File: src/hw/rtl/circular_fifo_queue_top_defines.svh
// ----------------------------------------------------------------------------
// circular_fifo_queue_top_defines.svh
// Assertion macros used by the queue top level.
// ----------------------------------------------------------------------------
`ifndef CIRCULAR_FIFO_QUEUE_TOP_DEFINES_SVH
`define CIRCULAR_FIFO_QUEUE_TOP_DEFINES_SVH

// Check a same-cycle implication, skipped while reset is held.
`define CFQ_ASSERT_IMP(label, clk, rst_n, ante, cons) \
  label: assert property (@(posedge clk) disable iff (!rst_n) (ante) |-> (cons)) \
    else $error("cfq assertion failed");

// Check an implication in the next cycle, skipped while reset is held.
`define CFQ_ASSERT_NEXT(label, clk, rst_n, ante, cons) \
  label: assert property (@(posedge clk) disable iff (!rst_n) (ante) |=> (cons)) \
    else $error("cfq assertion failed");

`endif

File: src/hw/rtl/cfq_pkg.sv
// ----------------------------------------------------------------------------
// cfq_pkg
// Types, codes and defaults for the circular FIFO queue.
// ----------------------------------------------------------------------------
`timescale 1ns / 1ps

package cfq_pkg;

  localparam int DEPTH_DEF = 16;
  localparam int DATA_W    = 32;
  localparam int CNT_OUT_W = 5;

  // Request kinds
  localparam logic [1:0] REQ_PUSH  = 2'd0;
  localparam logic [1:0] REQ_POP   = 2'd1;
  localparam logic [1:0] REQ_CLEAR = 2'd2;
  localparam logic [1:0] REQ_QUERY = 2'd3;

  // Error codes
  localparam logic [1:0] ERR_OK        = 2'd0;
  localparam logic [1:0] ERR_UNDERFLOW = 2'd1;
  localparam logic [1:0] ERR_OVERFLOW  = 2'd2;

  typedef struct packed {
    logic [1:0]               req_type;
    logic signed [DATA_W-1:0] push_value;
  } in_t;

  typedef struct packed {
    logic signed [DATA_W-1:0] front_value;
    logic signed [DATA_W-1:0] back_value;
    logic [CNT_OUT_W-1:0]     entry_count;
    logic                     is_empty;
    logic [1:0]               error_code;
  } out_t;

  // Per-cycle command broadcast to the cell chain
  typedef struct packed {
    logic                     shift;
    logic                     load;
    logic signed [DATA_W-1:0] word;
  } ctl_t;

endpackage

File: src/hw/rtl/cfq_cell.sv
// ----------------------------------------------------------------------------
// cfq_cell
// One storage cell of the queue chain; position IDX counted from the front.
// ----------------------------------------------------------------------------
`timescale 1ns / 1ps

module cfq_cell #(
  parameter int IDX  = 0,
  parameter int CNTW = 5
) (
  input  logic                             clk,
  input  cfq_pkg::ctl_t                    ctl,
  input  logic [CNTW-1:0]                  count,
  input  logic signed [cfq_pkg::DATA_W-1:0] nbr_data,
  output logic signed [cfq_pkg::DATA_W-1:0] data
);

  logic signed [cfq_pkg::DATA_W-1:0] data_r;
  logic signed [cfq_pkg::DATA_W-1:0] data_nxt;

  // Advance toward the front on pop, take the word when this is the free slot
  always_comb begin
    data_nxt = data_r;
    if (ctl.shift) begin
      data_nxt = nbr_data;
    end else if (ctl.load && (count == CNTW'(IDX))) begin
      data_nxt = ctl.word;
    end
  end

  always_ff @(posedge clk) begin
    data_r <= data_nxt;
  end

  assign data = data_r;

endmodule

File: src/hw/rtl/cfq_ctrl.sv
// ----------------------------------------------------------------------------
// cfq_ctrl
// Request decode, entry count, back word and result strobe for the queue.
// ----------------------------------------------------------------------------
`timescale 1ns / 1ps

module cfq_ctrl #(
  parameter int DEPTH = cfq_pkg::DEPTH_DEF,
  parameter int CNTW  = $clog2(DEPTH + 1)
) (
  input  logic                              clk,
  input  logic                              rst_n,
  input  logic                              accept,
  input  cfq_pkg::in_t                      req,
  output cfq_pkg::ctl_t                     ctl,
  output logic [CNTW-1:0]                   count,
  output logic signed [cfq_pkg::DATA_W-1:0] back,
  output logic [1:0]                        err,
  output logic                              strobe
);

  logic [CNTW-1:0]                   count_r, count_nxt;
  logic signed [cfq_pkg::DATA_W-1:0] back_r, back_nxt;
  logic [1:0]                        err_r, err_nxt;
  logic                              strobe_r;
  logic                              is_push, is_pop, is_clear;
  logic                              full, empty;

  assign is_push  = accept && (req.req_type == cfq_pkg::REQ_PUSH);
  assign is_pop   = accept && (req.req_type == cfq_pkg::REQ_POP);
  assign is_clear = accept && (req.req_type == cfq_pkg::REQ_CLEAR);
  assign full     = (count_r == CNTW'(DEPTH));
  assign empty    = (count_r == '0);

  // Drive the cell chain
  assign ctl.shift = is_pop && !empty;
  assign ctl.load  = is_push && !full;
  assign ctl.word  = req.push_value;

  // Update count, back word and error code
  always_comb begin
    count_nxt = count_r;
    back_nxt  = back_r;
    err_nxt   = err_r;
    if (accept) begin
      err_nxt = cfq_pkg::ERR_OK;
    end
    if (is_push) begin
      if (full) begin
        err_nxt = cfq_pkg::ERR_OVERFLOW;
      end else begin
        count_nxt = count_r + CNTW'(1);
        back_nxt  = req.push_value;
      end
    end else if (is_pop) begin
      if (empty) begin
        err_nxt = cfq_pkg::ERR_UNDERFLOW;
      end else begin
        count_nxt = count_r - CNTW'(1);
      end
    end else if (is_clear) begin
      count_nxt = '0;
    end
  end

  always_ff @(posedge clk) begin
    if (!rst_n) begin
      count_r  <= '0;
      err_r    <= cfq_pkg::ERR_OK;
      strobe_r <= 1'b0;
    end else begin
      count_r  <= count_nxt;
      err_r    <= err_nxt;
      strobe_r <= accept;
    end
  end

  // Hold the last pushed word; only read while entries are stored
  always_ff @(posedge clk) begin
    back_r <= back_nxt;
  end

  assign count  = count_r;
  assign back   = back_r;
  assign err    = err_r;
  assign strobe = strobe_r;

endmodule

File: src/hw/rtl/circular_fifo_queue_top.sv
// ----------------------------------------------------------------------------
// circular_fifo_queue_top
// FIFO queue of signed 32-bit words built as a chain of storage cells.
// ----------------------------------------------------------------------------
// Usage:
//   Drive in_item and raise start; the transaction is taken at a clock edge
//   with start high and busy low. busy stays low, so a request can be issued
//   in every cycle: one transaction per clock.
//   Request kinds are push, pop, clear and query. Each transaction gives one
//   result, shown on out_item for exactly one cycle with out_valid high, in
//   the cycle right after the transaction.
//   The result reports the queue after the request: front and back words
//   (zero when empty), entry count, empty flag and an error code (underflow
//   on pop from empty, overflow on push to full; the queue is left as is).
//   Cell 0 holds the front word; a pop moves every cell one place toward the
//   front, and a push loads the cell at the count position.
//   The back word is kept in its own register in the control unit.
//   The receiver cannot stall; a result not taken in its cycle is gone.
//   Reset (rst_n low, synchronous) empties the queue and drops the strobe;
//   cell contents are not cleared and are never shown while unused.
// ----------------------------------------------------------------------------
`timescale 1ns / 1ps
`include "circular_fifo_queue_top_defines.svh"

module circular_fifo_queue_top #(
  parameter int DEPTH = cfq_pkg::DEPTH_DEF
) (
  input  logic          clk,
  input  logic          rst_n,
  input  logic          start,
  output logic          busy,
  input  cfq_pkg::in_t  in_item,
  output logic          out_valid,
  output cfq_pkg::out_t out_item
);

  localparam int CNTW = $clog2(DEPTH + 1);

  cfq_pkg::ctl_t                     ctl;
  logic [CNTW-1:0]                   cnt_w;
  logic signed [cfq_pkg::DATA_W-1:0] back_w;
  logic [1:0]                        err_w;
  logic                              accept;
  logic                              pop_on_empty;
  logic signed [cfq_pkg::DATA_W-1:0] cell_data [DEPTH];

  // Every cycle can take a transaction
  assign busy   = 1'b0;
  assign accept = start && !busy;

  cfq_ctrl #(
    .DEPTH (DEPTH),
    .CNTW  (CNTW)
  ) u_ctrl (
    .clk    (clk),
    .rst_n  (rst_n),
    .accept (accept),
    .req    (in_item),
    .ctl    (ctl),
    .count  (cnt_w),
    .back   (back_w),
    .err    (err_w),
    .strobe (out_valid)
  );

  // Build the cell chain; the last cell feeds itself
  for (genvar i = 0; i < DEPTH; i++) begin : g_cell
    logic signed [cfq_pkg::DATA_W-1:0] nbr;
    if (i == DEPTH - 1) begin : g_last
      assign nbr = cell_data[i];
    end else begin : g_mid
      assign nbr = cell_data[i+1];
    end
    cfq_cell #(
      .IDX  (i),
      .CNTW (CNTW)
    ) u_cell (
      .clk      (clk),
      .ctl      (ctl),
      .count    (cnt_w),
      .nbr_data (nbr),
      .data     (cell_data[i])
    );
  end

  // Assemble the result from the settled state
  always_comb begin
    out_item.is_empty    = (cnt_w == '0);
    out_item.front_value = out_item.is_empty ? '0 : cell_data[0];
    out_item.back_value  = out_item.is_empty ? '0 : back_w;
    out_item.entry_count = cfq_pkg::CNT_OUT_W'(cnt_w);
    out_item.error_code  = err_w;
  end

  // Pop taken while the queue is empty
  assign pop_on_empty = accept && (in_item.req_type == cfq_pkg::REQ_POP) && (cnt_w == '0);

  `CFQ_ASSERT_IMP(a_cnt_bound, clk, rst_n, 1'b1, cnt_w <= CNTW'(DEPTH))
  `CFQ_ASSERT_IMP(a_empty_flag, clk, rst_n, out_valid, out_item.is_empty == (cnt_w == '0))
  `CFQ_ASSERT_NEXT(a_strobe, clk, rst_n, rst_n && accept, out_valid)
  `CFQ_ASSERT_NEXT(a_underflow, clk, rst_n, pop_on_empty, out_item.error_code == cfq_pkg::ERR_UNDERFLOW)

endmodule

File: config.mk
export PLATFORM = sky130hd
export DESIGN_NAME = circular_fifo_queue_top
export DESIGN_NICKNAME = d
export VERILOG_FILES = /design/src/hw/rtl/cfq_pkg.sv /design/src/hw/rtl/cfq_cell.sv /design/src/hw/rtl/cfq_ctrl.sv /design/src/hw/rtl/circular_fifo_queue_top.sv
export VERILOG_INCLUDE_DIRS = /design/src /design/src/hw/rtl
export SDC_FILE = /design/constraint.sdc
export NUM_CORES = 1
export LEC_CHECK = 0
export BUFFER_PORTS_ARGS = -buffer_cell sky130_fd_sc_hd__buf_2
export CAP_MARGIN = 25
export CORE_MARGIN = 10
export CORE_UTILIZATION = 30
export DETAILED_ROUTE_END_ITERATION = 8
export SLEW_MARGIN = 20
export SYNTH_ARGS = -nofsm -noshare
export SYNTH_HDL_FRONTEND = slang
export SYNTH_SLANG_ARGS = --single-unit
File: constraint.sdc
create_clock -name clk -period 5.59 [get_ports clk]
set_input_delay 1.118 -clock clk [delete_from_list [all_inputs] [get_ports clk]]
set_output_delay 1.118 -clock clk [all_outputs]
set_load 0.02 [all_outputs]
== Yosys cells after proc, flatten, opt, wreduce, memory -nomap -nowiden ==
Cells that the tools add are included.

* Add/sub/neg operators: 2
* Multiply operators: 0
* Div/mod/pow operators: 0
* Order comparisons: 0
* Equality and inequality tests: 20
* Shift-type cells: 0
* Multiplexer cells: 42
* Bitwise operators: 2
* Reductions and logical operators: 44

{| class="wikitable"
|+ Operators with widths
! operator !! count
|-
| 32-bit 2-to-1 mux || 32
|-
| 5-bit by 4-bit == test with 1-bit output, second input constant || 8
|-
| 2-bit nonzero test || 15
|-
| 5-bit 2-to-1 mux || 5
|-
| 1-bit logical AND || 21
|-
| 5-bit by 3-bit == test with 1-bit output, second input constant || 4
|-
| 5-bit by 2-bit == test with 1-bit output, second input constant || 2
|-
| 2-bit 2-to-1 mux || 5
|-
| 5-bit by 1-bit adder with 5-bit output, second input constant || 1
|-
| 5-bit by 1-bit == test with 1-bit output, second input constant || 1
|-
| 5-bit == test, second input constant || 1
|-
| 5-bit zero test || 1
|-
| 5-bit by 1-bit subtractor with 5-bit output, second input constant || 1
|-
| 2-bit AND reduction || 2
|-
| 3-bit by 2-bit inequality test with 1-bit output, second input constant || 1
|-
| 3-bit AND reduction || 1
|-
| 3-bit nonzero test || 1
|-
| 2-bit by 1-bit == test with 1-bit output, second input constant || 1
|-
| 2-bit == test, second input constant || 1
|-
| 1-bit zero test || 2
|-
| 2-bit zero test || 1
|-
| 2-bit inequality test, second input constant || 1
|-
| 1-bit NOT || 2
|}

* Bits in registers: 552
* Latch bits: 0
* RAM bits: 0
* Bits in read-only memories: 0
* Word-level logic and storage cells: 130
* Memories kept: 0

== Logic depth before layout (Yosys ltp) ==
* Depth after elaboration: 6
* Mapped depth: 9

== Modules after synthesis ==
Synthesis repeated with hierarchy kept, for this count alone.

* Cells, all modules: 1,341
* Area total of the unflattened synthesis: 26,716.9 µm²

{| class="wikitable"
|+ By module, submodules not included
! module !! times used !! cells each !! area an instance (µm²) !! sequential area each (µm²)
|-
| cfq_cell (g_cell[10].u_cell ...) || 6 || 71 || 1,524.0 || 960.9
|-
| cfq_cell (g_cell[1].u_cell ...) || 4 || 71 || 1,522.7 || 960.9
|-
| cfq_cell (g_cell[11].u_cell ...) || 3 || 70 || 1,520.2 || 960.9
|-
| cfq_ctrl || 1 || 126 || 1,715.4 || 1,121.1
|-
| cfq_cell (g_cell[12].u_cell) || 1 || 71 || 1,521.5 || 960.9
|-
| cfq_cell (g_cell[0].u_cell) || 1 || 71 || 1,520.2 || 960.9
|-
| cfq_cell (g_cell[3].u_cell) || 1 || 70 || 1,519.0 || 960.9
|-
| circular_fifo_queue_top || 1 || 83 || 645.6 || 0.0
|}

== Least setup slack after synthesis ==
No wires, ideal clock.

* Path type: input -> register
* Start point: input port in_item[32] in the netlist's numbering
* End point: register g_cell[15].u_cell.data_r, in the netlist g_cell[15].u_cell.data[0], enable pin
* Setup time: 0.392 ns
* Arrival: 4.805 ns
* Required time: 5.198 ns
* Setup slack: 0.393 ns
* Stages on the path: 4
* Path through: buf_4 > clkbuf_1 > nor3_1 > and2_1

{| class="wikitable"
|+ RTL lines
! element !! RTL line !! source
|-
| start: declaration || circular_fifo_queue_top.sv:32 || <nowiki>input cfq_pkg::in_t in_item,</nowiki>
|-
| end signal: assignment || cfq_cell.sv:32 || <nowiki>data_r <= data_nxt;</nowiki>
|-
| end: declaration || cfq_cell.sv:18 || <nowiki>logic signed [cfq_pkg::DATA_W-1:0] data_r;</nowiki>
|}

==> results.md <==
- Clock tree sinks: 552
- Via total after detailed routing: 11,500
- Boundary pin count: 111
- Post-Place Cells: 2,327
- Final critical-path share of the clock period: 0.743
- Type of element launching the critical path: register
- Post-layout total power: 8.94 mW
- Post-layout instance count excluding filler cells: 2,434
- Average via count per standard cell: 4.72
- Number of enable flip-flop cells after synthesis: 544
- Clock Skew: 0.0637 ns
- Most area-consuming cells after synthesis: edfxtp_1, a21o_1, buf_6
- Layout overhead on the synthesized area: 13.7%
- Hold violation count in the final report: 0
- Type of element capturing the critical path: output pin
- Number of buffers inserted by hold repair at cts: 0
- DRT iter0 DRCs: 976
- Cell repeated most along the worst path: buf_4
- Share of post-route cells with drive strength above 1: 0.183
- FF+latch count, synth: 552
- Hold WC Path Type: reg2reg
- Lkg Pwr: 10.6 nW
- CP Max Fanout: 37
- Result of the run: complete, no violations
- Worst-margin pin slew: 0.763 ns
- Horizontal die dimension: 293 um
- Cell count after synthesis: 1,360
- Setup repair after global routing missed its margin: false
- Leading register cell type out of synthesis: edfxtp_1
- DRC viols: 0
- Depth of the CTS H-tree: 2
- Vias in the first global route: 11,800
- Clock edge transition at the registers on the reported setup and hold paths: 0.06 ns
- Synth Net Count: 1,404
- Mean routed wirelength per cell: 19.4 um
- Length of the first detailed-routing pass in iterations: 5
- Total global routing overflow: 0
- Cell taking the most area after synthesis: edfxtp_1
- Synth warn: 0
- Maximum clock frequency: 241 MHz
- Distinct cell type count of the synthesized netlist: 39
- Pin count of the biggest net entering global routing: 121
- Worst slew margin relative to its limit: 0.489
- Final setup violating endpoints: 0
- Pwr per Cell Area: 351 mW/mm^2
- Yosys top cell area share: 0.729
- WP data arrival: 3.04 ns
- Area enclosed by the die boundary: 0.0860 mm^2
- Clock latency on the worst-skew pair: 0.64 ns
- Area after DPL: 0.0237 mm^2
- Final Critical Period: 4.15 ns
- Mean post-synth cell area: 16.5 um^2
- Final weighted congestion in routability-driven placement: 0.745
- Post-cts gate resize count: 0
- Cells along the critical path: inv_1 -> ha_1 -> nor4b_4 -> buf_4 -> buf_4 -> nor2b_1 -> buf_2
- Maximum capacitance violations: 0
- Antenna violation net count after detailed routing: 0
- Final Hold Slack: 0.476 ns
- Total GRT Usage: 0.107
- Inserted Diodes: 0
- Starting density of the core: 0.302
- Leading cell types in the layout, fill and taps excluded: edfxtp_1, a21o_1, buf_2
- Number of setup buffers added after CTS: 0
- Most common library cell in the layout ignoring fill and taps: edfxtp_1
- Synth Cell Area: 0.0224 mm^2
- Setup tns final: 0 ns
- Highest ir drop seen on vdd: 273 uV
- Sequential fraction of the synthesis area: 0.736
- Area of the placeable core: 0.0742 mm^2
- Clock tree from TritonCTS: done
- Layout net count: 1,465
- Global-route wire length before repair: 72.4 mm
- Number of antenna violations at the first check in global routing: 0
- Final wirelength: 47.1 mm
- CP max stage cell: buf_4
- Std-Cell Rows: 100
- CTS root buf: clkbuf_16
- CP Class: reg2out
- Fraction of registers with async set/reset: 0
- # port buffers: 109
- Fill count: 7,035
- DIE HEIGHT: 293 um
- Number of slew-limit violations in the final report: 0
- Number of CTS-inserted buffers: 59
- Half-perimeter wire length of the detailed placement result: 28.3 mm
- Final std cell area, no fill: 0.0255 mm^2
- Maximum buffer depth of the clock tree: 3
- Slowest Stage Delay on Critical Path: 0.49 ns
- Required @ worst endpoint: 4.47 ns
==> critical path, delay by kind of cell, from the launching register on <==
family / cells / cell delay (ns)
buffers and inverters: 4 / 1.28
DFF: 1 / 0.41
and+or+nand+nor: 2 / 0.36
adders and majority gates: 1 / 0.31
==> layout make-up <==
type	count	area, um^2	area share
clock buffers	68	1510	0.0593
flip-flops and latches	552	16500	0.647
repair buffers	136	958	0.0376
inverters	7	26.3	0.00103
clock inverters	37	236	0.00928
multi-input cells	665	5040	0.198
well taps	969	1210	0.0476
==> cells in the mapped netlist, drive strengths merged, types with 2 or more instances <==
master / instances
nand2: 13
nand4: 4
nand2b: 2
nand3: 2
a31o: 3
or2: 2
clkbuf: 33
inv: 7
and3: 3
edfxtp: 544
buf: 103
or3: 2
ha: 7
xor2: 2
o21ai: 15
nor3: 4
nor2: 4
a21oi: 7
a21o: 480
dfxtp: 8
nor4b: 2
mux2i: 3
nor2b: 68
and2: 34
==> sequential cells by signal, summed over array words and instances (netlist names) <==
register            flops
u_ctrl.err              2
g_cell.u_cell.data    512
u_ctrl.count            5
u_ctrl.strobe           1
u_ctrl.back            32
==> report_power, final <==
part / switching (mW) / internal [mW] / total, mW
sequential: 0.0295 / 4.68 / 4.71
clock: 1.62 / 1.94 / 3.56
combinational: 0.416 / 0.247 / 0.663
==> logic make-up (layout without fill, tap and decap cells) <==
family | count (synthesis) | after routing | synth area share
flops | 552 | 552 | 0.736
compound gates | 508 | 508 | 0.168
simple gates | 143 | 143 | 0.0425
buf+inv | 143 | 248 | 0.0465
fa+ha+maj | 7 | 7 | 0.00391
xor+xnor | 3 | 3 | 0.00117
mux | 3 | 3 | 0.00134
other cells | 1 | 1 | 0.000167
==> routing by layer <==
metal	global-route usage	vias to the layer above	part of all wire
li1	-	5233	-
met1	0.139	5924	0.44
met2	0.181	271	0.49
met3	0.0235	65	0.051
met4	0.0251	0	0.018
met5	0	-	0
==> final timing paths <==
path / startpoint / to / slack (ns) / cells past startpoint
worst max-delay path: u_ctrl.count[0]$_SDFFE_PN0P_ / out_item[63] / 1.44 / 7
worst min-delay path: g_cell[6].u_cell.data[15]$_DFFE_PP_ / g_cell[5].u_cell.data[15]$_DFFE_PP_ / 0.48 / 1
worst max register to register: u_ctrl.count[0]$_SDFFE_PN0P_ / g_cell[14].u_cell.data[16]$_DFFE_PP_ / 2.00 / 8
worst min register to register: g_cell[6].u_cell.data[15]$_DFFE_PP_ / g_cell[5].u_cell.data[15]$_DFFE_PP_ / 0.48 / 1
==> through the flow <==
stage | setup slack, ns | utilization
finish | 1.44 | 0.343
global route | 1.19 | 0.343
CTS | 1.35 | 0.343
detailed placement | 1.68 | 0.319
global placement | 1.61 | 0.317
floorplan | 0.393 | -
Note: power is estimated with default switching activity, not from simulation.
